$ cat config.mk
export PLATFORM = sky130hd
export DESIGN_NAME = sbft_alu
export DESIGN_NICKNAME = d
export VERILOG_FILES = /design/src/rtl/sbft_pkg.sv /design/src/rtl/sbft_alu.sv
export SDC_FILE = /design/constraint.sdc
export NUM_CORES = 1
export LEC_CHECK = 0
export BUFFER_PORTS_ARGS = -buffer_cell sky130_fd_sc_hd__buf_2
export CORE_ASPECT_RATIO = 0.5
export CORE_UTILIZATION = 28
export DETAILED_ROUTE_END_ITERATION = 7
export PLACE_DENSITY = 0.64
export SYNTH_ARGS = -nofsm -noshare
export SYNTH_HDL_FRONTEND = slang
export SYNTH_SLANG_ARGS = --single-unit
$ cat constraint.sdc
create_clock -name vclk -period 6.1
set_input_delay 0.61 -clock vclk [all_inputs]
set_output_delay 0.61 -clock vclk [all_outputs]
set_load 0.01 [all_outputs]
$ cat src/rtl/sbft_pkg.sv
`timescale 1ns / 1ps

package sbft_pkg;

   localparam int DEF_ENTRIES = 256;
   localparam int CMD_W       = 3;
   localparam int KEY_W       = 8;
   localparam int CNT_W       = 32;
   localparam int RANK_W      = 8;
   localparam int ACT_W       = 9;

   localparam logic [CMD_W-1:0] CMD_INC    = 3'd0;
   localparam logic [CMD_W-1:0] CMD_DEC    = 3'd1;
   localparam logic [CMD_W-1:0] CMD_REMOVE = 3'd2;
   localparam logic [CMD_W-1:0] CMD_QRANK  = 3'd3;
   localparam logic [CMD_W-1:0] CMD_QKEY   = 3'd4;

   typedef struct packed {
      logic [CMD_W-1:0]  command;
      logic [KEY_W-1:0]  key;
      logic [CNT_W-1:0]  amount;
      logic [RANK_W-1:0] rank;
   } req_type;

   typedef struct packed {
      logic              ok;
      logic [KEY_W-1:0]  key_out;
      logic [CNT_W-1:0]  count_out;
      logic [RANK_W-1:0] rank_out;
      logic [ACT_W-1:0]  active_out;
   } rsp_type;

   typedef struct packed {
      logic [KEY_W-1:0] key;
      logic [CNT_W-1:0] count;
   } ent_type;

   typedef enum logic [0:0] {
      ALU_ADD,
      ALU_SUB
   } alu_op_type;

   typedef enum logic [3:0] {
      ST_CLEAR,
      ST_IDLE,
      ST_MAP,
      ST_RANK,
      ST_ENTRY,
      ST_REMOVE,
      ST_UP,
      ST_DOWN,
      ST_RESPOND
   } state_type;

endpackage

$ cat src/rtl/sbft_alu.sv
`timescale 1ns / 1ps

module sbft_alu import sbft_pkg::*; (
   input  alu_op_type       op,
   input  logic [CNT_W-1:0] a,
   input  logic [CNT_W-1:0] b,
   output logic [CNT_W-1:0] value,
   output logic             flag
);

   logic             sub;
   logic [CNT_W-1:0] b_eff;
   logic [CNT_W:0]   sum;

   always_comb begin
      sub   = (op == ALU_SUB);
      b_eff = sub ? ~b : b;
      sum   = {1'b0, a} + {1'b0, b_eff} + {{CNT_W{1'b0}}, sub};
      if (sub) begin
         // borrow: a < b
         flag  = ~sum[CNT_W];
         value = sum[CNT_W-1:0];
      end else begin
         // saturate on carry out
         flag  = sum[CNT_W];
         value = sum[CNT_W] ? {CNT_W{1'b1}} : sum[CNT_W-1:0];
      end
   end

endmodule

=== Yosys cells after proc, flatten, opt, wreduce, memory -nomap -nowiden ===
Index checks and enable logic that the tools add are counted.

* Flip-flop bits (word level): 0
* Input bits: 65
* Word-level logic and storage cells: 8

* Add/sub/neg operators: 2
* Muxes and demuxes: 4
* Bitwise gates (word level): 2

{| class="wikitable"
|+ Operator list
! operator !! number
|-
| $mux 32 || 3
|-
| $add 32x32->33 || 1
|-
| $add 33x1->33 || 1
|-
| $not 32->32 || 1
|-
| $mux 1 || 1
|-
| $not 1->1 || 1
|}

=== Logic depth before layout (Yosys ltp) ===
* Depth in word-level cells: 6
* Depth in mapped cells: 15

=== Worst setup path after synthesis ===
No wires, ideal clock.

* Path type: input port to output port
* Start point: input op
* End point: output value[15]
* Arrival: 3299 ps
* Setup slack: 2191 ps
* Cell stages on the path: 15
* Buffers on the path: 5
* Cells stage by stage: buf_2 buf_1 xor2_1 ha_1 clkbuf_1 nand2_1 nor2_1 a2111oi_1 o21bai_1 a21o_1 a221oi_2 or2_1 buf_4 buf_6 nand3_1

* Longest elaborated chain between the ends: 5

{| class="wikitable"
|+ RTL lines
! element !! line !! text
|-
| start: declaration || sbft_alu.sv:4 || <nowiki>input alu_op_type op,</nowiki>
|-
| $mux 32 || sbft_alu.sv:17 || <nowiki>b_eff = sub ? ~b : b;</nowiki>
|-
| $add 32x32->33 || sbft_alu.sv:18 || <nowiki>sum = {1'b0, a} + {1'b0, b_eff} + {{CNT_W{1'b0}}, sub};</nowiki>
|-
| $add 33x1->33 || sbft_alu.sv:18 ||
|-
| $mux 32 || sbft_alu.sv:26 || <nowiki>value = sum[CNT_W] ? {CNT_W{1'b1}} : sum[CNT_W-1:0];</nowiki>
|-
| $mux 32 (*) || sbft_alu.sv:19 || <nowiki>if (sub) begin</nowiki>
|-
| end: declaration || sbft_alu.sv:7 || <nowiki>output logic [CNT_W-1:0] value,</nowiki>
|}

Mark *: on every way between the ends. The rest lies on a longest branch, timed or not.

=== Worst setup path after layout ===
Ends and elaborated chain as after synthesis.

==> impl_metrics.json <==
{
  "via_per_inst": 4.863,
  "drive_above_1_share_pct": 26.70,
  "drtPass1Iterations": 4,
  "max_stage_delay_ns": 0.66,
  "rows": 22,
  "syn-instance-count": 323,
  "grt_max_degree": 22,
  "grt_pass1_wl_mm": 10.64,
  "drc": 0,
  "cp_data_arrival_time_ns": 4.27,
  "fmax_mhz": 204.8,
  "period_share_pct": 80.05,
  "seq_area_frac_synth_pct": 0,
  "wl_met2_mm": 2.840,
  "setup_viol": 0,
  "totalWireLength_mm": 6.538,
  "power_frac_seq_pct": 0,
  "final_cell_mix": "buf_2 (98), nand2_1 (48), xor2_1 (47), a21oi_1 (33), ha_1 (33)",
  "maxSlewViolCount": 0,
  "dr_total_vias": 2529,
  "drt-initial-drc-count": 180,
  "maxCapViolations": 0,
  "final_area_sq_um": 2863,
  "seqCellArea_sq_um": 0,
  "hpwlAfterDp_mm": 5.643,
  "crit_path_max_fanout": 21,
  "nets": 513,
  "ant_nets": 0,
  "top_layer": "met3",
  "cts_setup_buffers": 0,
  "critPathLaunchType": "primary input",
  "start_util_pct": 30.06,
  "required_ns": 5.49,
  "fin_ws_ns": 1.217,
  "power_switching_uw": 274.3,
  "cp-end-kind": "primary output",
  "n_clock_buffer": 0,
  "syn_area_sq_um": 2292,
  "die_h_um": 65.98,
  "cpMaxStageDelayCell": "or2_1",
  "overflow": 0,
  "avgRoutedWirePerCell_um": 12.57,
  "maxSlewHeadroom_pct": 47.99,
  "cts-resized-gates": 0,
  "power_per_cell_area_nw_per_um2": 167.7,
  "hold_path_class": "primary input to primary output",
  "crit_path_end": "value[15]",
  "grt_pass1_vias": 2288,
  "synth.avg_cell_area_sq_um": 7.097,
  "fillers": 841,
  "p_leak_uw": 0.001463,
  "cell_internal_pwr_uw": 205.9,
  "worst_slew_pin_slew_ns": 0.7802,
  "antenna_found_initial": 0,
  "multiInputGateArea_sq_um": 2162,
  "power.share.switching_pct": 57.12,
  "power_frac_comb_pct": 100.0,
  "clkPwrFrac_pct": 0,
  "core_sq_um": 7625,
  "yosysWarnings": 0,
  "final_common_cell": "buf_2",
  "n_antenna_cell": 0,
  "place_area_sq_um": 2863,
  "pin_count": 98,
  "place.gp.congestion": 0.8212,
  "tns_ns": 0,
  "postCtsHoldBufs": 0,
  "hold_viol_final": 0,
  "wl_met3_um": 226,
  "outcome": "finished, final reports clean",
  "crit_type": "primary input to primary output",
  "die_w_um": 130.0,
  "grt_usage_pct": 15.03,
  "ir_worst_vdd_uv": 43.93,
  "rsz0062_at_grt": "no",
  "crit_start": "op",
  "period_minus_slack_ns": 4.883,
  "synth_cell_types": 49,
  "io_buffers": 98,
  "pre_cts_ws_ns": 1.194,
  "seq_cells": 0,
  "wirelength_met1_mm": 3.471,
  "syn_nets": 422,
  "die_area_sq_um": 8574,
  "syn2layout_area_growth_pct": 24.89,
  "critical_path.cell_chain": "buf_2 > buf_4 > xor2_1 > ha_1 > a21oi_1 > nor2_1 > a2111oi_1 > o21bai_1 > a21o_1 > a221oi_2 > or2_1 > buf_4 > nand3_1 > buf_2"
}
[cell families after synthesis]
group	Yosys count	synth area share [%]
adders and majority gates	34	18.89
buffers and inverters	27	5.677
and+or+nand+nor	100	20.25
xor gates and xnor gates	60	22.93
muxes	1	0.9825
AOI/OAI and AO/OA	101	31.28
[worst min-delay path by stage]
stage	endpoint	start	slack, ns	cells past startpoint
finish	value[0]	b[0]	1.60	4
global route	value[0]	a[0]	1.63	4
CTS	value[0]	b[0]	1.60	4
detailed placement	value[0]	b[0]	1.60	4
global placement	value[0]	a[0]	1.60	4
floorplan	value[0]	b[0]	1.35	2
[through the flow]
| stage | util (%) | instances | total power, uW | hold slack, ns |
|---|---|---|---|---|
| after floorplan | - | 323 | 336.0 | 1.354 |
| after global placement | 37.55 | 520 | 478.8 | 1.599 |
| after detailed placement | 37.55 | 520 | 479.2 | 1.600 |
| after CTS | 37.55 | 520 | 481.9 | 1.600 |
| after global routing | 37.55 | 520 | 534.7 | 1.627 |
| final | 37.55 | 520 | 480.2 | 1.596 |
[cell type report]
type,count,share of cell area [%]
timing repair buffer,100,17.66
multi-input combinational,296,75.52
inverter,16,2.098
tap,108,4.720
[synthesized netlist by cell type, types with 5 or more instances]
master / n / area share (%)
and3_1: 6 / 1.6
nand3_1: 7 / 1.5
nand4_1: 5 / 1.4
nor2_1: 14 / 2.3
o21ai_0: 17 / 3.7
a21o_1: 12 / 3.9
a21oi_1: 33 / 7.2
inv_1: 16 / 2.6
xor2_1: 47 / 18
ha_1: 33 / 18
nand2_1: 48 / 7.9
xnor2_1: 13 / 5.0
[power by group through the flow]
stage	clock, uW	combinational, uW	sequential [uW]
2_1_floorplan	0	336	0
4_1_cts	0	482	0
3_3_place_gp	0	479	0
5_1_grt	0	535	0
6_report	0	480	0
3_5_place_dp	0	479	0
[worst max-delay path, delay by kind of cell]
kind / cells / cell delay (ns)
compound gates: 5 / 1.13
xor+xnor: 1 / 0.18
fa+ha+maj: 1 / 0.30
buf+inv: 4 / 1.22
simple gates: 3 / 0.82
[metal layers]
metal  up-vias  track usage (%)
met5         -                0
met4         0                0
met2        37            25.33
met1      1157            21.98
met3         0            1.052
li1       1335                -
Note: power is estimated with default switching activity, not from simulation.
