**config.mk**
```make
export PLATFORM = sky130hd
export DESIGN_NAME = sbft_ram
export DESIGN_NICKNAME = d
export VERILOG_FILES = /design/src/rtl/sbft_pkg.sv /design/src/rtl/sbft_ram.sv
export SDC_FILE = /design/constraint.sdc
export NUM_CORES = 2
export LEC_CHECK = 0
export BUFFER_PORTS_ARGS = -buffer_cell sky130_fd_sc_hd__buf_4
export CORE_MARGIN = 2
export CORE_UTILIZATION = 57
export DETAILED_ROUTE_END_ITERATION = 10
export HOLD_SLACK_MARGIN = 0.12
export PLACE_DENSITY = 0.74
export SKIP_LAST_GASP = 1
export SLEW_MARGIN = 20
export SYNTH_ARGS = -nofsm -noshare
export SYNTH_HDL_FRONTEND = slang
export SYNTH_SLANG_ARGS = --single-unit
```
**constraint.sdc**
```tcl
create_clock -name clock -period 1.75 [get_ports clock]
set_input_delay 0 -clock clock [delete_from_list [all_inputs] [get_ports clock]]
set_output_delay 0 -clock clock [all_outputs]
set_load 0.1 [all_outputs]
```
**src/rtl/sbft_pkg.sv**
```systemverilog
`timescale 1ns / 1ps

package sbft_pkg;

   localparam int DEF_ENTRIES = 256;
   localparam int CMD_W       = 3;
   localparam int KEY_W       = 8;
   localparam int CNT_W       = 32;
   localparam int RANK_W      = 8;
   localparam int ACT_W       = 9;

   localparam logic [CMD_W-1:0] CMD_INC    = 3'd0;
   localparam logic [CMD_W-1:0] CMD_DEC    = 3'd1;
   localparam logic [CMD_W-1:0] CMD_REMOVE = 3'd2;
   localparam logic [CMD_W-1:0] CMD_QRANK  = 3'd3;
   localparam logic [CMD_W-1:0] CMD_QKEY   = 3'd4;

   typedef struct packed {
      logic [CMD_W-1:0]  command;
      logic [KEY_W-1:0]  key;
      logic [CNT_W-1:0]  amount;
      logic [RANK_W-1:0] rank;
   } req_type;

   typedef struct packed {
      logic              ok;
      logic [KEY_W-1:0]  key_out;
      logic [CNT_W-1:0]  count_out;
      logic [RANK_W-1:0] rank_out;
      logic [ACT_W-1:0]  active_out;
   } rsp_type;

   typedef struct packed {
      logic [KEY_W-1:0] key;
      logic [CNT_W-1:0] count;
   } ent_type;

   typedef enum logic [0:0] {
      ALU_ADD,
      ALU_SUB
   } alu_op_type;

   typedef enum logic [3:0] {
      ST_CLEAR,
      ST_IDLE,
      ST_MAP,
      ST_RANK,
      ST_ENTRY,
      ST_REMOVE,
      ST_UP,
      ST_DOWN,
      ST_RESPOND
   } state_type;

endpackage

```
**src/rtl/sbft_ram.sv**
```systemverilog
`timescale 1ns / 1ps

module sbft_ram import sbft_pkg::*; #(
   parameter int DEPTH = DEF_ENTRIES,
   parameter int AW    = $clog2(DEPTH),
   parameter int DW    = KEY_W
) (
   input  logic          clock,
   input  logic          we,
   input  logic [AW-1:0] waddr,
   input  logic [DW-1:0] wdata,
   input  logic [AW-1:0] raddr,
   output logic [DW-1:0] rdata
);

   logic [DW-1:0] mem_ff [DEPTH];
   logic [DW-1:0] rdata_ff;

   always_ff @(posedge clock) begin
      if (we) begin
         mem_ff[waddr] <= wdata;
      end
   end

   always_ff @(posedge clock) begin
      rdata_ff <= mem_ff[raddr];
   end

   assign rdata = rdata_ff;

endmodule

```
**Word level (Yosys, flattened, before mapping)**

Memory sizes are Yosys's and may differ from the RTL's. A register that Yosys moved wholly into a read port is not among the register bits.
Cells that the tools add are included.

- Register bits: 0
- Memory bits (writable): 2,048
- Output and inout port bits: 8
- Memories: 1

Memory list:

| name | depth | width | rd ports | clocked after Yosys merged registers in | write ports | RTL line | text |
|---|---|---|---|---|---|---|---|
| mem_ff | 256 | 8 | 1 | 1 | 1 | sbft_ram.sv:16 | `logic [DW-1:0] mem_ff [DEPTH];` |

- Mux-type cells: 2

Operators by type and width:

| operator | count |
|---|---|
| $mux 1 | 2 |

**Logic depth before layout (Yosys ltp)**

- Depth after elaboration: 2
- Mapped depth: 11

**Least setup slack after synthesis**

No wires, ideal clock.

- Kind: input -> register
- Start point: in raddr[0]
- End point: reg rdata_ff[2], in the netlist rdata[2] (read register of mem_ff)
- Arrival: 1.807 ns
- Setup slack: -0.188 ns
- Cell stages on the path: 9
- Buffers on the path: 4
- Cell sequence: buf_6 buf_12 buf_8 buf_2 mux4_2 a22oi_1 a21oi_1 nor4_1 nor4_2

RTL lines:

| element | RTL line | text |
|---|---|---|
| start: declaration | sbft_ram.sv:12 | `input logic [AW-1:0] raddr,` |
| end: declaration | sbft_ram.sv:17 | `logic [DW-1:0] rdata_ff;` |

==> results.py <==
metrics = {
    "global_route": {
        "grt_overflow_total": 0,
        "grt_first_pass_wirelength_mm": 290,
        "grtUsageTotal_pct": 28.5,
        "grt_max_degree": 85,
        "antenna_found_initial": 5,
        "grt_pass1_vias": 42300,
    },
    "cells_and_area": {
        "area_delta_synth_final_pct": 19.3,
        "design_area_um2": 94900,
        "n_fill_cell": 8170,
        "ff_latch_area_um2": 61700,
        "multiInputGateArea_um2": 17200,
        "nets": 4507,
        "drive_gt1_share_pct": 34.8,
    },
    "critical_path": {
        "crit_required_ns": 2.45,
        "worst_path_max_delay_cell": "mux4_2",
        "slowest_delay_ns": 0.52,
        "critPathKind": "flop to flop",
        "critPathCaptureType": "flop",
        "cp_max_fo": 1,
        "critPathTopFamily": "compound AO/OA/AOI/OAI gates",
        "critPathBufInv": 1,
        "path_cells": "mux4_2 > a22o_4 > a221oi_4 > o32ai_2 > nor3_2 > buf_4 > nor4_2",
        "crit_arrival_ns": 3.01,
        "worst_setup_path_start_kind": "flop",
    },
    "cts": {
        "cts_setup_buffers": 0,
        "cts_tree": "done",
        "cts_buffers": 190,
        "clockBufferDepth": 3,
        "clkTransAtPathRegs_ns": 0.07,
        "clk_latency_ns": 0.82,
        "clkSinkCount": 2056,
        "cts-root-buf": "clkbuf_16",
        "htreeDepth": 4,
    },
    "synthesis": {
        "synth_cell_types": 55,
        "netlist_instances": 3733,
        "synth_commonest_cells": "2048 x edfxtp_1, 454 x mux4_2, 282 x nor2_1",
        "yosysWarnings": 0,
        "synth_top_area_share_pct": 77.3,
        "synthFlopType": "edfxtp_1",
        "yosys-top-cells-area": "edfxtp_1 77%, mux4_2 13%, mux2i_1 1.7%",
        "synth-async-reset-ratio_pct": 0,
        "syn_area_um2": 79600,
        "synth.most_common_cell": "edfxtp_1",
        "ys_seq_area_share_pct": 77.5,
        "ys_ff_latch": 2056,
        "synth_fp_nets": 3759,
        "avgSynthCellArea_um2": 21.3,
        "yosysTopAreaCell": "edfxtp_1",
        "synth-edff-count": 2048,
    },
    "timing": {
        "period_needed_ns": 2.30,
        "drv_slew": 0,
        "hold_viol": 0,
        "fin_ws_ns": -0.555,
        "fmax_mhz": 434,
        "fin_crit_sh_pct": 132,
        "setup-violations-final": 8,
        "hold_ws_ns": 0.152,
        "maxSlewHeadroom_pct": 52.2,
        "fin_skew_ns": 0.0241,
        "worstMarginPinSlew_ns": 0.716,
        "grt_setup_unrepaired": "yes",
        "tns_ns": -3.68,
    },
    "worst_hold_path": {
        "min_path_type": "primary input to flop",
    },
    "drt": {
        "num_vias": 42200,
        "drc": 0,
        "drt_iter0_drc": 6100,
        "wl_per_cell_um": 30.7,
        "drtPass1Iterations": 8,
        "vias_per_cell": 6.47,
        "wl_mm": 200,
        "ant_nets": 0,
    },
    "placed_design": {
        "dpl_cell_area_um2": 87700,
        "io_buffers": 33,
        "gp_congestion": 0.878,
        "dpl.hpwl_mm": 126,
        "dp_slack_ns": -1.21,
    },
    "die": {
        "fp.dieH_um": 378,
        "die_x_um": 378,
        "dieArea_um2": 143000,
        "coreArea_um2": 139000,
        "start_util_pct": 57.2,
        "io-pin-count": 34,
        "num_rows": 137,
    },
    "power_and_ir_drop": {
        "p_per_area_nw_per_um2": 1080,
        "peakVddDrop_mv": 1.26,
        "p_leak_nw": 31.0,
    },
    "status": {
        "outcome": "complete, but fails checks",
        "violations": "setup timing",
    },
    "flow_run": {
        "cap_violations": 0,
    },
}
path summary, 6_finish.rpt:
kind / start / to / slack [ns] / cells after the start
worst max-delay path: mem_ff[80][6] / rdata[6] / -0.55 / 7
worst min-delay path: raddr[7] / rdata[3] / 0.15 / 7
worst max register to register: mem_ff[80][6] / rdata[6] / -0.55 / 7
worst min register to register: mem_ff[103][7] / rdata[7] / 1.09 / 5
cell families after synthesis:
| logic type | after synthesis | share of synthesized area (%) |
|---|---|---|
| flip-flops | 2056 | 77.5 |
| multiplexers | 591 | 14.6 |
| AND/OR/NAND/NOR | 466 | 2.63 |
| AO/OA/AOI/OAI | 385 | 3.42 |
| buffers and inverters | 235 | 1.83 |
sequential cells by signal, indices dropped and copies added (netlist names):
name	count
rdata	8
mem_ff	2048
worst register-to-register path: cells and delay by family (launching register included):
family,cells,cell delay [ns]
flops,1,0.37
simple gates,2,0.31
buf+inv,1,0.22
mux,1,0.52
compound gates,3,0.78
cell type report:
class	count	area share, %
sequential	2056	64.9
multi-input combinational	1442	18.1
antenna	2	0.00527
clock inverter	122	1.32
inverter	2	0.00791
timing repair buffer	789	7.79
tap	1876	2.47
clock buffer	229	5.38
per-stage QoR:
step                      cells  power, mW  util (%)
final                      6518        103      68.3
after global routing       6516        105      68.3
after CTS                  6517        103      68.2
after detailed placement   6144       61.4      63.1
after global placement     6144       61.3      63.1
after floorplan            3733       58.4         -
report_power, final:
group	total [mW]	switching, mW	leakage [nW]	internal, mW
clock	42.2	17.8	3.14	24.5
combinational	6.36	3.80	9.40	2.56
sequential	54.4	0.128	18.5	54.3
total	103	21.7	31.0	81.3
metal layers:
layer  track usage, %  wire length (um)  vias to the layer above
met2             45.1             96900                     2680
met3             5.66             21400                      430
met4             11.3              8340                        4
met5                0                23                        -
met1             39.6             73300                    21900
li1                 -                 -                    17200
cell usage in the layout (no fill, tap or decap), types with 21 or more instances in the layout:
master | synthesis | routed
bufinv_16 | 0 | 25
edfxtp_1 | 2048 | 2048
clkinv_1 | 1 | 35
a21oi_1 | 96 | 94
o22ai_1 | 28 | 28
buf_4 | 27 | 642
clkbuf_16 | 0 | 197
nand2_1 | 33 | 33
mux4_2 | 454 | 455
buf_12 | 8 | 105
a22oi_1 | 133 | 131
nor2_1 | 282 | 260
nand3_1 | 34 | 32
clkinv_2 | 0 | 47
o221ai_1 | 46 | 45
nor2b_1 | 31 | 21
clkbuf_1 | 111 | 26
mux2i_1 | 134 | 134
dlygate4sd3_1 | 0 | 24
timing repair:
action	in CTS	in global routing
setup endpoints to repair	12	73
endpoints found under the hold margin	3193	97
gates resized for setup	91	25
hold buffers	25	2
pin swaps	33	21
(Power assumes the default switching activity.)
